<file path="src/hw/rtl/slmc_pkg.sv">
// ----------------------------------------------------------------------------
// slmc_pkg: shared types and constants of the LED matrix controller
// Frame positions, marker reset values, command and result structs.
// ----------------------------------------------------------------------------
`default_nettype none

package slmc_pkg;

    localparam int CNT_W = 5;

    localparam logic [7:0] START_MARKER_RESET = 8'h4B;
    localparam logic [7:0] STOP_MARKER_RESET  = 8'h7E;
    localparam logic [7:0] OPC_SET_LED        = 8'h01;
    localparam logic [7:0] ROW_MSB            = 8'h80;
    localparam logic [7:0] PATTERN_ALL_OFF    = 8'hFF;
    localparam logic [7:0] COLUMN_NONE        = 8'h00;
    localparam logic [7:0] COLUMN_ONE         = 8'h01;

    // Byte positions inside a frame, counted from the start marker.
    localparam logic [CNT_W-1:0] POS_START  = 5'd0;
    localparam logic [CNT_W-1:0] POS_OPCODE = 5'd2;
    localparam logic [CNT_W-1:0] POS_INDEX  = 5'd3;
    localparam logic [CNT_W-1:0] POS_ONOFF  = 5'd4;
    localparam logic [CNT_W-1:0] POS_BODY   = 5'd5;

    // Configuration register indexes.
    localparam logic [7:0] CFG_START_MARKER = 8'd0;
    localparam logic [7:0] CFG_STOP_MARKER  = 8'd1;

    // Command from the frame parser to the matrix store.
    typedef struct packed {
        logic       frame_done;
        logic       wr;
        logic [2:0] col;
        logic [2:0] row_sel;
        logic       led_on;
    } t_cmd;

    // One result item.
    typedef struct packed {
        logic [7:0] store_pattern;
        logic [2:0] store_column;
        logic       store_valid;
        logic       frame_done;
        logic [7:0] row_drive;
        logic [7:0] column_drive;
    } t_result;

endpackage

`default_nettype wire

</file>
<file path="src/hw/rtl/slmc_frame.sv">
// ----------------------------------------------------------------------------
// slmc_frame: command frame parser
// Counts frame bytes, captures opcode, LED index and on/off value, and
// issues a matrix write when a well-formed frame closes.
// ----------------------------------------------------------------------------
`default_nettype none

module slmc_frame
    import slmc_pkg::*;
#(
    parameter int MAX_FRAME = 16
) (
    input  wire logic       i_clk,
    input  wire logic       i_rst_n,
    input  wire logic       i_advance,
    input  wire logic       i_is_byte,
    input  wire logic [7:0] i_byte,
    input  wire logic [7:0] i_start_marker,
    input  wire logic [7:0] i_stop_marker,
    output t_cmd            o_cmd
);

    logic [CNT_W-1:0] r_byte_count, n_byte_count;
    logic [7:0]       r_opcode, n_opcode;
    logic [7:0]       r_led_index, n_led_index;
    logic [7:0]       r_onoff, n_onoff;

    logic             keep;
    logic             is_stop;
    logic [CNT_W:0]   pos_inc;

    always_comb begin
        keep    = i_is_byte && !((r_byte_count == POS_START) && (i_byte != i_start_marker));
        is_stop = (i_byte == i_stop_marker);
        pos_inc = {1'b0, r_byte_count} + {{CNT_W{1'b0}}, 1'b1};

        o_cmd.frame_done = keep && is_stop;
        o_cmd.wr         = keep && is_stop && (r_byte_count >= POS_BODY)
                           && (r_opcode == OPC_SET_LED)
                           && (r_led_index[7:6] == 2'b00)
                           && (r_onoff[7:1] == 7'd0);
        o_cmd.col        = r_led_index[2:0];
        o_cmd.row_sel    = r_led_index[5:3];
        o_cmd.led_on     = r_onoff[0];

        n_byte_count = r_byte_count;
        n_opcode     = r_opcode;
        n_led_index  = r_led_index;
        n_onoff      = r_onoff;
        if (keep) begin
            if (r_byte_count == POS_OPCODE) begin
                n_opcode = i_byte;
            end else if (r_byte_count == POS_INDEX) begin
                n_led_index = i_byte;
            end else if (r_byte_count == POS_ONOFF) begin
                n_onoff = i_byte;
            end
            if (is_stop || (pos_inc >= (CNT_W+1)'(MAX_FRAME))) begin
                n_byte_count = POS_START;
            end else begin
                n_byte_count = pos_inc[CNT_W-1:0];
            end
        end
    end

    always_ff @(posedge i_clk) begin
        if (!i_rst_n) begin
            r_byte_count <= POS_START;
            r_opcode     <= 8'd0;
            r_led_index  <= 8'd0;
            r_onoff      <= 8'd0;
        end else if (i_advance) begin
            r_byte_count <= n_byte_count;
            r_opcode     <= n_opcode;
            r_led_index  <= n_led_index;
            r_onoff      <= n_onoff;
        end
    end

endmodule

`default_nettype wire

</file>
<file path="src/hw/rtl/slmc_matrix.sv">
// ----------------------------------------------------------------------------
// slmc_matrix: row pattern store and column scanner
// Holds the eight active-low column patterns, applies LED writes and
// drives one column per scan tick.
// ----------------------------------------------------------------------------
`default_nettype none

module slmc_matrix
    import slmc_pkg::*;
(
    input  wire logic i_clk,
    input  wire logic i_rst_n,
    input  wire logic i_advance,
    input  wire logic i_tick,
    input  t_cmd      i_cmd,
    output t_result   o_res
);

    logic [7:0] r_pattern [8];
    logic [2:0] r_scan_column;

    logic [2:0] rd_addr;
    logic [7:0] rd_pattern;
    logic [7:0] row_bit;
    logic [7:0] new_pattern;

    always_comb begin
        rd_addr     = i_tick ? r_scan_column : i_cmd.col;
        rd_pattern  = r_pattern[rd_addr];
        row_bit     = ROW_MSB >> i_cmd.row_sel;
        new_pattern = i_cmd.led_on ? (rd_pattern & ~row_bit) : (rd_pattern | row_bit);

        o_res = '0;
        if (i_tick) begin
            o_res.column_drive = COLUMN_ONE << r_scan_column;
            o_res.row_drive    = rd_pattern;
        end else begin
            o_res.column_drive = COLUMN_NONE;
            o_res.row_drive    = PATTERN_ALL_OFF;
            o_res.frame_done   = i_cmd.frame_done;
            if (i_cmd.wr) begin
                o_res.store_valid   = 1'b1;
                o_res.store_column  = i_cmd.col;
                o_res.store_pattern = new_pattern;
            end
        end
    end

    always_ff @(posedge i_clk) begin
        if (!i_rst_n) begin
            for (int i = 0; i < 8; i++) begin
                r_pattern[i] <= PATTERN_ALL_OFF;
            end
            r_scan_column <= 3'd0;
        end else if (i_advance) begin
            if (i_tick) begin
                r_scan_column <= r_scan_column + 3'd1;
            end else if (i_cmd.wr) begin
                r_pattern[i_cmd.col] <= new_pattern;
            end
        end
    end

endmodule

`default_nettype wire

</file>
<file path="src/hw/rtl/serial_framed_led_matrix_controller.sv">
// ----------------------------------------------------------------------------
// serial_framed_led_matrix_controller: serial command framer and LED scanner
// Frames serial commands that set LEDs of an 8x8 active-low matrix, scans
// the matrix one column per tick and reports every pattern change.
// ----------------------------------------------------------------------------
// Each input item is either a received serial byte (tuser = 0) or a scan tick
// (tuser = 1), and produces exactly one result item. An item passes an input
// register and then a result register. A new item is taken every cycle while
// the output side keeps up; the result register and the input register each
// hold one item during a stall. Frames have the form start, length, opcode,
// led_index, onoff, ..., stop. Opcode 1 with index below 64 and onoff 0 (off)
// or 1 (on) rewrites one column pattern and reports it on the store fields.
// Marker registers are written over the cfg channel, which is always ready.
// ----------------------------------------------------------------------------
`default_nettype none

module serial_framed_led_matrix_controller
    import slmc_pkg::*;
#(
    parameter int MAX_FRAME = 16
) (
    input  wire logic        i_clk,
    input  wire logic        i_rst_n,
    // input stream
    input  wire logic        s_axis_tvalid,
    output logic             s_axis_tready,
    input  wire logic [7:0]  s_axis_tdata,   // [7:0] rx_byte
    input  wire logic        s_axis_tuser,   // [0] op
    // result stream
    output logic             m_axis_tvalid,
    input  wire logic        m_axis_tready,
    output logic [31:0]      m_axis_tdata,   // [7:0] column_drive, [15:8] row_drive,
                                             // [16] frame_done, [17] store_valid,
                                             // [20:18] store_column,
                                             // [28:21] store_pattern, [31:29] zero
    // configuration writes
    input  wire logic        i_cfg_valid,
    output logic             o_cfg_ready,
    input  wire logic [7:0]  i_cfg_index,
    input  wire logic [7:0]  i_cfg_data
);

    logic [7:0] r_start_mk, r_stop_mk;

    logic       r_in_valid;
    logic       r_in_op;
    logic [7:0] r_in_byte;

    logic       r_out_valid;
    t_result    r_out;

    logic       out_free;
    logic       advance;
    t_cmd       cmd;
    t_result    res;

    // Load the result register when it is empty or being drained.
    assign out_free      = !r_out_valid || m_axis_tready;
    assign advance       = r_in_valid && out_free;
    assign s_axis_tready = !r_in_valid || out_free;
    assign o_cfg_ready   = 1'b1;

    assign m_axis_tvalid = r_out_valid;
    assign m_axis_tdata  = {3'b000, r_out};

    // Marker registers; writes to unknown indexes are dropped.
    always_ff @(posedge i_clk) begin
        if (!i_rst_n) begin
            r_start_mk <= START_MARKER_RESET;
            r_stop_mk  <= STOP_MARKER_RESET;
        end else if (i_cfg_valid) begin
            unique case (i_cfg_index)
                CFG_START_MARKER: r_start_mk <= i_cfg_data;
                CFG_STOP_MARKER:  r_stop_mk  <= i_cfg_data;
                default: ;
            endcase
        end
    end

    // Input register: hold the item until the result register can take it.
    always_ff @(posedge i_clk) begin
        if (!i_rst_n) begin
            r_in_valid <= 1'b0;
        end else if (s_axis_tready) begin
            r_in_valid <= s_axis_tvalid;
        end
    end

    always_ff @(posedge i_clk) begin
        if (s_axis_tready && s_axis_tvalid) begin
            r_in_op   <= s_axis_tuser;
            r_in_byte <= s_axis_tdata;
        end
    end

    slmc_frame #(
        .MAX_FRAME(MAX_FRAME)
    ) u_frame (
        .i_clk          (i_clk),
        .i_rst_n        (i_rst_n),
        .i_advance      (advance),
        .i_is_byte      (!r_in_op),
        .i_byte         (r_in_byte),
        .i_start_marker (r_start_mk),
        .i_stop_marker  (r_stop_mk),
        .o_cmd          (cmd)
    );

    slmc_matrix u_matrix (
        .i_clk     (i_clk),
        .i_rst_n   (i_rst_n),
        .i_advance (advance),
        .i_tick    (r_in_op),
        .i_cmd     (cmd),
        .o_res     (res)
    );

    // Result register: advance on a moved item, drop valid once taken.
    always_ff @(posedge i_clk) begin
        if (!i_rst_n) begin
            r_out_valid <= 1'b0;
        end else if (out_free) begin
            r_out_valid <= r_in_valid;
        end
    end

    always_ff @(posedge i_clk) begin
        if (advance) begin
            r_out <= res;
        end
    end

endmodule

`default_nettype wire
</file>
<file path="config.mk">
export PLATFORM = sky130hd
export DESIGN_NAME = serial_framed_led_matrix_controller
export DESIGN_NICKNAME = d
export VERILOG_FILES = /design/src/hw/rtl/slmc_pkg.sv /design/src/hw/rtl/slmc_frame.sv /design/src/hw/rtl/slmc_matrix.sv /design/src/hw/rtl/serial_framed_led_matrix_controller.sv
export SDC_FILE = /design/constraint.sdc
export NUM_CORES = 1
export LEC_CHECK = 0
export ABC_AREA = 1
export ABC_CLOCK_PERIOD_IN_PS = 3800
export BUFFER_PORTS_ARGS = -buffer_cell sky130_fd_sc_hd__buf_2
export CAP_MARGIN = 20
export CELL_PAD_IN_SITES_DETAIL_PLACEMENT = 0
export CELL_PAD_IN_SITES_GLOBAL_PLACEMENT = 1
export CORE_ASPECT_RATIO = 1.2
export CORE_UTILIZATION = 49
export CTS_CLUSTER_DIAMETER = 100
export DETAILED_ROUTE_END_ITERATION = 10
export MAX_ROUTING_LAYER = met4
export PLACE_DENSITY_LB_ADDON = 0.1
export SYNTH_ARGS = -nofsm -noshare
export SYNTH_HDL_FRONTEND = slang
export SYNTH_SLANG_ARGS = --single-unit
</file>
<file path="constraint.sdc">
create_clock -name i_clk -period 3.8 [get_ports i_clk]
set_input_delay 0 -clock i_clk [delete_from_list [all_inputs] [get_ports i_clk]]
set_output_delay 0 -clock i_clk [all_outputs]
set_load 0.02 [all_outputs]
</file>
* Word-level counts from Yosys, hierarchy flattened
Memory sizes are Yosys's and may differ from the RTL's.
Index checks and enable logic that the tools add are counted.
** Word-level totals
- Logic and storage cells :: 79
- Bits in writable memories :: 64
- Bits in registers :: 88
- Output and inout bits :: 35
- Memories :: 1
** Memory list
- u_matrix.r_pattern :: words 8, bits a word 8, read ports 1, clocked after Yosys merged registers in 0, wr ports 8, line slmc_matrix.sv:19 : logic [7:0] r_pattern [8];
** Cells by class
- Add/sub/neg operators :: 2
- Bitwise logic cells :: 6
- Shift operators :: 2
- Reduce and logical (&&, ||, !) cells :: 29
- Equality and inequality tests :: 7
- Magnitude comparators :: 2
- Mux-type cells :: 13
** Operators by type and width (number)
- 8-bit by 1-bit == test with 1-bit output, second input constant :: 2
- 8-bit 2-to-1 mux :: 2
- 5-bit by 2-bit == test with 1-bit output, second input constant :: 2
- 1-bit logical AND :: 9
- 8-bit bitwise AND :: 1
- 8-bit == test :: 1
- 8-bit logical NOT :: 1
- 1-bit 2-to-1 mux :: 8
- 8-bit != test :: 1
- 8-bit NOT :: 1
- 8-bit OR :: 1
- 2-bit AND reduction :: 4
- 8-bit OR reduction :: 1
- 1-bit by 3-bit << shifter with 8-bit output, first input constant :: 1
- 8-bit by 3-bit right shift with 8-bit output, first input constant :: 1
- 7-bit logical NOT :: 1
- 5-bit by 1-bit adder with 6-bit output, second input constant :: 1
- 6-bit by 5-bit greater-or-equal comparator with 1-bit output, second input constant :: 1
- 3-bit 2-to-1 mux :: 2
- 5-bit by 3-bit == test with 1-bit output, second input constant :: 1
- 5-bit by 3-bit greater-or-equal comparator with 1-bit output, second input constant :: 1
- 5-bit logical NOT :: 1
- 5-bit 2-to-1 mux :: 1
- 5-bit AND reduction :: 1
- 8 further kinds :: 15

* Longest topological paths before layout
Gate-level depths: netlist of run 1.
- Word-level depth :: 16
- Mapped depth :: 13
- Mapped depth without buffers :: 11

* Cells and area by module
Synthesis of run 1 repeated with hierarchy kept, for this count alone.
** Unflattened totals
- Cell total of the unflattened synthesis :: 832
- Area total of the unflattened synthesis :: 7474.7 µm²
** Modules (own cells, without submodules)
- slmc_matrix :: sequential area each 1981.9 µm², area an instance 3717.3 µm², cells each 398, times used 1
- serial_framed_led_matrix_controller :: sequential area each 1501.4 µm², area an instance 1940.6 µm², cells each 151, times used 1
- slmc_frame :: sequential area each 580.6 µm², area an instance 1816.7 µm², cells each 283, times used 1

* Worst setup path after synthesis of run 1
No wires, ideal clock.
- Path kind :: reg2reg
- Start point :: register r_out_valid (netlist: m_axis_tvalid)
- End point :: memory u_matrix.r_pattern[6][0] (enable)
- Data arrival time :: 2127 ps
- Period minus slack after synthesis :: 2511 ps
- Path buffers :: 0
- Data required time :: 3416 ps
- Setup time :: 384 ps
- Stages on the path, launching flop included :: 8
- Setup slack :: 1289 ps
- Path through :: dfxtp_1 -> nand2_1 -> nand2_2 -> clkinv_2 -> nand2_2 -> nor3_2 -> nand2_1 -> o21ai_0
** RTL lines
- start, declared :: line serial_framed_led_matrix_controller.sv:49 : logic r_out_valid;
- start signal, assigned :: line serial_framed_led_matrix_controller.sv:123 : r_out_valid <= r_in_valid;
- end, declared :: line slmc_matrix.sv:19

==> results of run 1 <==
-- stage by stage --
step	worst slack [ns]	hold slack, ns	power [W]	util, %
floorplan	1.289	0.09887	0.001962	-
global placement	0.9130	0.1776	0.002027	52.27
detailed placement	0.8994	0.1781	0.002032	52.27
CTS	0.8928	0.08229	0.003766	57.95
global route	0.6432	0.1105	0.003849	57.95
finish	0.8907	0.08894	0.003748	57.95
-- flip-flops by register name, summed over array words and instances (netlist names) --
name,count
u_frame.r_led_index,8
u_frame.r_opcode,8
r_in_byte,8
r_in_valid,1
r_in_op,1
r_start_mk,8
m_axis_tvalid,1
u_frame.r_onoff,8
r_stop_mk,8
u_matrix.r_pattern,64
u_matrix.r_scan_column,3
u_frame.r_byte_count,5
m_axis_tdata,29
-- per-layer routing --
metal | GRT usage [%] | up-vias | routed length, um | part of all wire, %
met2 | 47.09 | 148 | 10030 | 54
met1 | 26.06 | 2763 | 7012 | 38
li1 | - | 2929 | - | -
met4 | 13.20 | 0 | 614 | 3.3
met5 | - | - | 0 | 0
met3 | 5.367 | 34 | 797 | 4.3
-- path summary, 6_finish.rpt --
check,start,to,slack (ns),cells past startpoint
worst min-delay path,i_rst_n,r_start_mk[0],0.09,3
worst min register to register,r_stop_mk[0],r_stop_mk[0],0.46,2
worst max-delay path,r_in_op,u_matrix.r_pattern[0][7],0.89,11
worst max register to register,r_in_op,u_matrix.r_pattern[0][7],0.89,11
-- placed cells by master, fill, tap and decap left out, drive strengths merged, types with 17 or more instances in the layout --
master,instances
nor3,19
inv,125
clkbuf,18
nor2,77
edfxtp,102
dlygate4sd3,25
nand2,207
o21ai,33
nand4,17
buf,70
dfxtp,50
nand3,125
a21oi,22
-- what timing repair did --
item | CTS | global route
resized for setup | 0 | 0
hold buffers | 25 | 0
endpoints found under the hold margin | 27 | 0
-- power groups by stage --
stage | sequential, W | combinational [W] | clock (W)
global route | 0.00180 | 0.000230 | 0.00182
global placement | 0.00184 | 0.000192 | 0
finish | 0.00180 | 0.000211 | 0.00174
floorplan | 0.00184 | 0.000124 | 0
detailed placement | 0.00184 | 0.000195 | 0
CTS | 0.00180 | 0.000212 | 0.00175
-- cell families (layout without fill, tap and decap cells) --
kind of cell	Yosys count	after routing	synth area share, %
xor+xnor	16	16	1.860
buf+inv	168	251	10.48
other cells	2	4	0.09969
flops	152	152	53.94
fa+ha+maj	8	8	1.329
simple gates	449	449	27.19
compound gates	61	61	5.099
-- cell usage after synthesis (10+ instances only) --
master	count
a21oi_1	22
buf_2	10
buf_6	15
clkbuf_1	10
dfxtp_1	50
edfxtp_1	102
inv_1	114
nand2_1	201
nand3_1	124
nand4_1	15
nor2_1	73
nor3_1	12
o21ai_0	21
xnor2_1	10
-- cell type report --
type / count / area [um2]
Fill cell: 1328 / 6316
Sequential cell: 152 / 4064
Multi-Input combinational cell: 538 / 2688
Timing Repair Buffer: 95 / 625.6
Inverter: 124 / 469.2
Clock buffer: 18 / 429.2
Tap cell: 204 / 255.2
Clock inverter: 14 / 173.9
-- worst register-to-register path, delay by kind of cell (launching register included) --
kind | cells | cell delay, ns
and+or+nand+nor | 8 | 1.31
DFF | 1 | 0.76
AOI/OAI and AO/OA | 2 | 0.32
buffers and inverters | 1 | 0.23
==> run_results.csv, run 1 <==
group,metric,value,unit
global_route,grt_max_degree,44,
power,power.density,430.6,nW/um2
clock_network,cts-root-buf,"clkbuf_16",
setup_path,cp.arrival,3.06,ns
placement,numPortBuffers,60,
setup_path,cp-start-kind,"flop",
floorplanning,num_rows,49,
floorplanning,initial_core_util,50.15,%
yosys,synthCells,856,
global_route,antenna_found_initial,0,
power,comb_power_share,5.6,%
yosys,syn_area_per_cell,8.801,um2
power,p_switching,0.0008657,W
global_route,grt_overflow_total,0,
clock_network,cts.clk_slew.worst_paths,0.06,ns
yosys,synthFlopType,"edfxtp_1",
sta,clock.fmax,343.7,MHz
power,p_leak,3.674,nW
sta,fin_crit_sh,76.56,%
detailed_routing,vias,5874,
sta,slew_headroom,49.44,%
floorplanning,fp.dieArea,15880,um2
clock_network,postCtsSetupBuffers,0,
yosys,synthTopCellsByArea,"edfxtp_1 (41%), dfxtp_1 (13%), nand2_1 (10%)",
detailed_routing,viasPerCell,5.130,
clock_network,htreeDepth,4,
power,share_seq_of_total_power,48.1,%
floorplanning,num_io_pins,65,
placement,gp_congestion,0.8358,
yosys,ys_seq_area_share,53.94,%
power,p_sw_share,23.10,%
power,clkPwrFrac,46.3,%
cells_and_area,fin_area,8705,um2
global_route,grt_usage,25.86,%
setup_path,cp_num_buf_inv,1,
floorplanning,die_y,137.8,um
sta,period_needed,2.909,ns
placement,post_dp_cell_area,7851,um2
sta,skew,0.009059,ns
yosys,synth_area_leader_cell,"edfxtp_1",
power,vdd_drop_max,0.2893,mV
setup_path,cp_max_fo,40,
min_path,hp-class,"primary input to flop",
cells_and_area,drive_above_1_share,15.09,%
floorplanning,fp.coreArea,15020,um2
cells_and_area,area_growth_syn_to_layout,15.55,%
sta,tightestPinTransition,0.7566,ns
cells_and_area,fin_nets,966,
placement,dpl.hpwl,12600,um
setup_path,crit_type,"flop to flop",
floorplanning,die_x,115.2,um
sta,finalSetupViolations,0,
detailed_routing,first_pass_iters,5,
sta,tns,0,ns
setup_path,critPathTopFamily,"simple AND/OR/NAND/NOR gates",
setup_path,crit_slowest_cell,"edfxtp_1",
detailed_routing,routed_wl,18460,um
clock_network,cts_tree,"yes",
yosys,yosys_warnings,0,
power,intPower,0.002883,W
detailed_routing,drtIter0Drc,244,
sta,finalHoldViolations,0,
sta,drv_slew,0,
global_route,grt_pass1_wl,29040,um
sta,rsz0062_at_grt,"false",
setup_path,max_stage_delay,0.76,ns
status,status,"finished, final reports clean",
setup_path,path_common_cell,"nand2_1",
clock_network,cts_max_path_buffers,2,
setup_path,path_cells,"inv_4 > nand2_1 > nand2_2 > nand2_1 > o21ai_0 > nand2_1 > nand3_1 > nand2_1 > nand2_1 > o21ai_2 > nand3_1",
global_route,grt_pass1_vias,5736,
setup_path,crit_required,3.95,ns
clock_network,clkLatencyLatePin,0.44,ns
yosys,synth_area,7533,um2
placement,place_inst,1088,
setup_path,end_kind,"flop",
detailed_routing,ant_nets,0,
detailed_routing,drc_errors,0,
cells_and_area,diodes,0,
detailed_routing,detail_route.wl_per_cell,16.12,um
clock_network,cts_sinks,152,
yosys,synth_seq_cells,152,
cells_and_area,final_cells,1145,
clock_network,numCtsBuffers,17,
yosys,synth_top_cell_area_share,40.66,%
yosys,synth_edf_count,102,
run,max_cap_violations,0,
yosys,synth.distinct_cells,37,
yosys,async_reset_ff_share,0,%
Power figures use the tool's default switching activity.
==> inputs of run 2 (changes only) <==
- ABC_CLOCK_PERIOD_IN_PS: 3800 -> 2960
- CORE_UTILIZATION: 49 -> 46
- clock period: 3.8 -> 2.96 ns (I/O delays scaled with it)
==> run_results.csv, run 2 (synthesis gave the netlist of run 1 again) <==
group,metric,value,unit
status,status,"finished, final reports clean",
sta,tns,0,ns
floorplanning,num_io_pins,65,
detailed_routing,ant_nets,0,
power,p_leak,3.723,nW
global_route,grt_max_degree,34,
min_path,hp-class,"primary input to flop",
floorplanning,initial_core_util,47.60,%
setup_path,cp_max_fo,8,
min_path,min_to,"r_stop_mk[7]",
clock_network,htreeDepth,4,
sta,finalHoldViolations,0,
clock_network,clkLatencyLatePin,0.42,ns
floorplanning,die_y,142.2,um
sta,rsz0062_at_grt,"false",
floorplanning,num_rows,50,
clock_network,cts_sinks,152,
setup_path,timing.rr.start,"r_in_byte[0]",
detailed_routing,detail_route.wl_per_cell,15.67,um
power,power.density,536.7,nW/um2
placement,post_dp_cell_area,7929,um2
detailed_routing,viasPerCell,5.141,
cells_and_area,area_growth_syn_to_layout,17.16,%
sta,slew_headroom,63.44,%
global_route,grt_overflow_total,0,
global_route,grt_usage,23.68,%
placement,numPortBuffers,60,
clock_network,cts_hold_buffers,31,
setup_path,crit_path_start,"r_in_byte[0]",
setup_path,cp.arrival,2.51,ns
cells_and_area,fin_area,8826,um2
cells_and_area,layout_common_cells,"nand2_1 (201), nand3_1 (124), inv_1 (114)",
min_path,whs_path_depth,3,
clock_network,cts.clk_slew.worst_paths,0.06,ns
cells_and_area,regMostFlops,"u_matrix.r_pattern",
sta,fin_crit_sh,82.48,%
cells_and_area,largest_register_ffs,64,
floorplanning,fp.dieArea,16890,um2
detailed_routing,vias,5979,
cells_and_area,drive_above_1_share,15.60,%
detailed_routing,drc_errors,0,
sta,drv_slew,0,
global_route,antenna_found_initial,0,
setup_path,r2r_cells,9,
clock_network,postCtsSetupBuffers,0,
sta,clock.fmax,409.6,MHz
sta,skew,0.007412,ns
clock_network,cts_tree,"yes",
clock_network,numCtsBuffers,17,
cells_and_area,fin_nets,980,
detailed_routing,routed_wl,18230,um
placement,dpl.hpwl,12580,um
placement,gp_congestion,0.8345,
cells_and_area,fillers,1419,
min_path,worstHoldStart,"i_cfg_valid",
sta,period_needed,2.442,ns
floorplanning,die_x,118.8,um
setup_path,cp-start-kind,"flop",
cells_and_area,diodes,0,
global_route,grt_pass1_vias,5869,
cells_and_area,final_common_cell,"nand2_1",
setup_path,crit_required,3.03,ns
sta,whs,0.2436,ns
setup_path,r2r_slack,0.52,ns
power,vdd_drop_max,0.3542,mV
setup_path,end_kind,"flop",
run,max_cap_violations,0,
floorplanning,fp.coreArea,15830,um2
detailed_routing,first_pass_iters,5,
global_route,grt_pass1_wl,29270,um
setup_path,crit_type,"flop to flop",
sta,finalSetupViolations,0,
clock_network,cts-root-buf,"clkbuf_16",
clock_network,post_cts_resized,0,
clock_network,cts_max_path_buffers,2,
detailed_routing,drtIter0Drc,438,
setup_path,regToRegEndpoint,"u_matrix.r_pattern[7][6]",
sta,tightestPinTransition,0.5469,ns
## run 2: stage by stage
stage / worst slack, ns / util (%) / std cells / power [W]
final: 0.5185 / 55.76 / 1163 / 0.004737
after global routing: 0.2376 / 55.76 / 1163 / 0.004893
after CTS: 0.5085 / 55.76 / 1163 / 0.004779
after detailed placement: 0.5144 / 50.09 / 1100 / 0.002612
after global placement: 0.5469 / 50.09 / 1100 / 0.002609
after floorplan: 0.4489 / - / 858 / 0.002518
## run 2: layout make-up
type,count,area [um2],share of cell area (%)
inverters,124,469.2,5.316
repair buffers,109,758.2,8.591
clock inverters,14,157.7,1.786
clock buffers,18,429.2,4.862
multi-input cells,538,2688,30.45
well taps,208,260.3,2.949
flip-flops and latches,152,4064,46.04
## run 2: where the power goes
group          internal, W  leakage [nW]  total, W  switching (W)
Combinational    0.0000880          2.26  0.000273       0.000185
Sequential         0.00229          1.18   0.00231      0.0000274
Clock              0.00131         0.281   0.00215       0.000837
Total              0.00369          3.72   0.00474        0.00105
## run 2: worst max-delay path by stage
| stage | endpoint | slack [ns] | cells after the start |
|---|---|---|---|
| after global placement | u_matrix.r_pattern[7][6] | 0.55 | 8 |
| after CTS | u_matrix.r_pattern[5][7] | 0.51 | 8 |
| final | u_matrix.r_pattern[7][6] | 0.52 | 9 |
| after detailed placement | u_matrix.r_pattern[5][6] | 0.51 | 8 |
| after global routing | u_matrix.r_pattern[3][4] | 0.24 | 10 |
| after floorplan | u_matrix.r_pattern[6][0] | 0.45 | 7 |
## run 2: per-layer routing
layer | GRT usage, % | wire, um
met3 | 4.848 | 709
met2 | 41.37 | 9613
met5 | - | 0
met4 | 11.39 | 578
met1 | 25.77 | 7325
## run 2: worst max-delay path, stage by stage (launching register included)
cell	delay, ns
edfxtp_1	0.56
xnor2_1	0.23
nand2_1	0.10
inv_1	0.06
nand2_1	0.06
nor2_2	0.19
nand3_1	0.15
nor2_2	0.28
nand3_1	0.11
nand2_1	0.35
==> inputs of run 3 (changes only) <==
- ABC_CLOCK_PERIOD_IN_PS: 2960 -> 2300
- clock period: 2.96 -> 2.3 ns (I/O delays scaled with it)
==> run_results.csv, run 3 (synthesis gave the netlist of run 1 again) <==
group,metric,value,unit
status,status,"finished, final reports clean",
setup_path,crit_path_start,"r_in_op",
sta,tns,0,ns
power,power.density,661.9,nW/um2
cells_and_area,largest_register_ffs,64,
floorplanning,num_io_pins,65,
detailed_routing,detail_route.wl_per_cell,15.43,um
global_route,grt_pass1_wl,30510,um
power,vdd_drop_max,0.4742,mV
cells_and_area,regMostFlops,"u_matrix.r_pattern",
sta,setup_slack,0.1176,ns
floorplanning,die_y,142.2,um
setup_path,timing.rr.start,"r_in_op",
setup_path,path_common_cell,"nand2_1",
cells_and_area,fin_area,9176,um2
setup_path,path_depth,11,
setup_path,crit_end,"u_matrix.r_pattern[4][7]",
global_route,grt_usage,24.49,%
detailed_routing,vias,5986,
sta,clock.fmax,458.2,MHz
clock_network,cts.clk_slew.worst_paths,0.06,ns
floorplanning,initial_core_util,47.60,%
clock_network,cts-root-buf,"clkbuf_16",
detailed_routing,first_pass_iters,5,
cells_and_area,final_common_cell,"nand2_1",
sta,finalHoldViolations,0,
power,p_leak,3.921,nW
setup_path,cp.arrival,2.34,ns
placement,dpl.hpwl,13150,um
run,max_cap_violations,0,
placement,post_dp_cell_area,8302,um2
setup_path,r2r_slack,0.12,ns
sta,finalSetupViolations,0,
setup_path,end_kind,"flop",
sta,fin_crit_sh,94.89,%
global_route,grt_pass1_vias,5966,
clock_network,cts_sinks,152,
cells_and_area,drive_above_1_share,19.86,%
detailed_routing,viasPerCell,5.009,
detailed_routing,drtIter0Drc,312,
global_route,grt_overflow_total,0,
sta,tightestPinTransition,0.5073,ns
clock_network,cts_tree,"yes",
detailed_routing,drc_errors,0,
setup_path,regToRegEndpoint,"u_matrix.r_pattern[4][7]",
sta,skew,0.01019,ns
setup_path,cp-start-kind,"flop",
setup_path,max_stage_delay,0.36,ns
global_route,antenna_found_initial,0,
placement,preCtsSetupSlack,0.1165,ns
setup_path,critPathTopFamily,"buffers and inverters",
sta,period_needed,2.182,ns
sta,slew_headroom,66.08,%
global_route,grt_max_degree,43,
cells_and_area,fin_nets,1012,
clock_network,clkLatencyLatePin,0.43,ns
sta,rsz0062_at_grt,"false",
setup_path,crit_required,2.46,ns
setup_path,r2r_cells,11,
detailed_routing,ant_nets,0,
power,total_power,0.006074,W
sta,drv_slew,0,
detailed_routing,routed_wl,18440,um
placement,numPortBuffers,60,
clock_network,cts_max_path_buffers,2,
placement,gp_congestion,0.8157,
floorplanning,fp.dieArea,16890,um2
setup_path,crit_type,"flop to flop",
cells_and_area,diodes,0,
setup_path,cp_num_buf_inv,4,
floorplanning,die_x,118.8,um
clock_network,numCtsBuffers,17,
cells_and_area,layout_common_cells,"nand2_1 (195), nand3_1 (124), inv_1 (114)",
setup_path,cp_max_fo,16,
floorplanning,num_rows,50,
sta,whs,0.1083,ns
setup_path,crit_slowest_cell,"edfxtp_1",
min_path,hp-class,"primary input to flop",
floorplanning,fp.coreArea,15830,um2
cells_and_area,area_growth_syn_to_layout,21.81,%
setup_path,path_cells,"buf_4 > buf_4 > o21ai_4 > inv_2 > nand2_1 > nand3_1 > nand2_1 > nand2_1 > o21ai_2 > buf_12 > nand3_1",
clock_network,htreeDepth,4,
run 3: layout make-up:
| class | instances | area, um2 |
|---|---|---|
| fillers | 1454 | 6651 |
| flip-flops and latches | 152 | 4065 |
| multi-input cells | 538 | 2703 |
| repair buffers | 141 | 1111 |
| inverters | 124 | 469.2 |
| clock buffers | 17 | 425.4 |
| well taps | 208 | 260.3 |
| clock inverters | 15 | 142.6 |
run 3: power by group:
group / total, W / switching (W) / internal (W)
combinational: 0.000423 / 0.000262 / 0.000162
clock: 0.00269 / 0.00118 / 0.00151
sequential: 0.00296 / 0.0000242 / 0.00294
run 3: worst min path at each step:
stage                    startpoint       endpoint  depth (start not counted)
detailed placement  s_axis_tdata[2]   r_in_byte[2]                          1
floorplan           s_axis_tdata[0]   r_in_byte[0]                          0
global placement    s_axis_tdata[3]   r_in_byte[3]                          1
global route         i_cfg_index[1]  r_start_mk[5]                          5
CTS                  i_cfg_index[2]  r_start_mk[4]                          5
finish               i_cfg_index[2]  r_start_mk[4]                          5
run 3: through the flow:
step	std cells	util (%)
after floorplan	858	-
after global placement	1133	52.45
after detailed placement	1133	52.45
after CTS	1191	57.68
after global routing	1195	57.98
final	1195	57.98
run 3: tightest hold or removal path: stages:
cell     delay (ns)
buf_2          0.10
nor4_4         0.06
nand3_1        0.06
buf_4          0.19
a21oi_1        0.08
run 3: repair_timing:
item | 4_1_cts | 5_1_grt
buffers inserted | 0 | 4
endpoints found under the hold margin | 27 | 0
resized for setup | 0 | 7
hold buffers | 26 | 0
endpoints found under the setup margin | 0 | 53
run 3: layer usage:
metal	routed length [um]	global-route usage, %	vias up
li1	-	-	3021
met1	7389	26.77	2805
met2	9861	44.29	125
met3	606	3.726	35
met4	583	10.33	0
met5	0	-	-
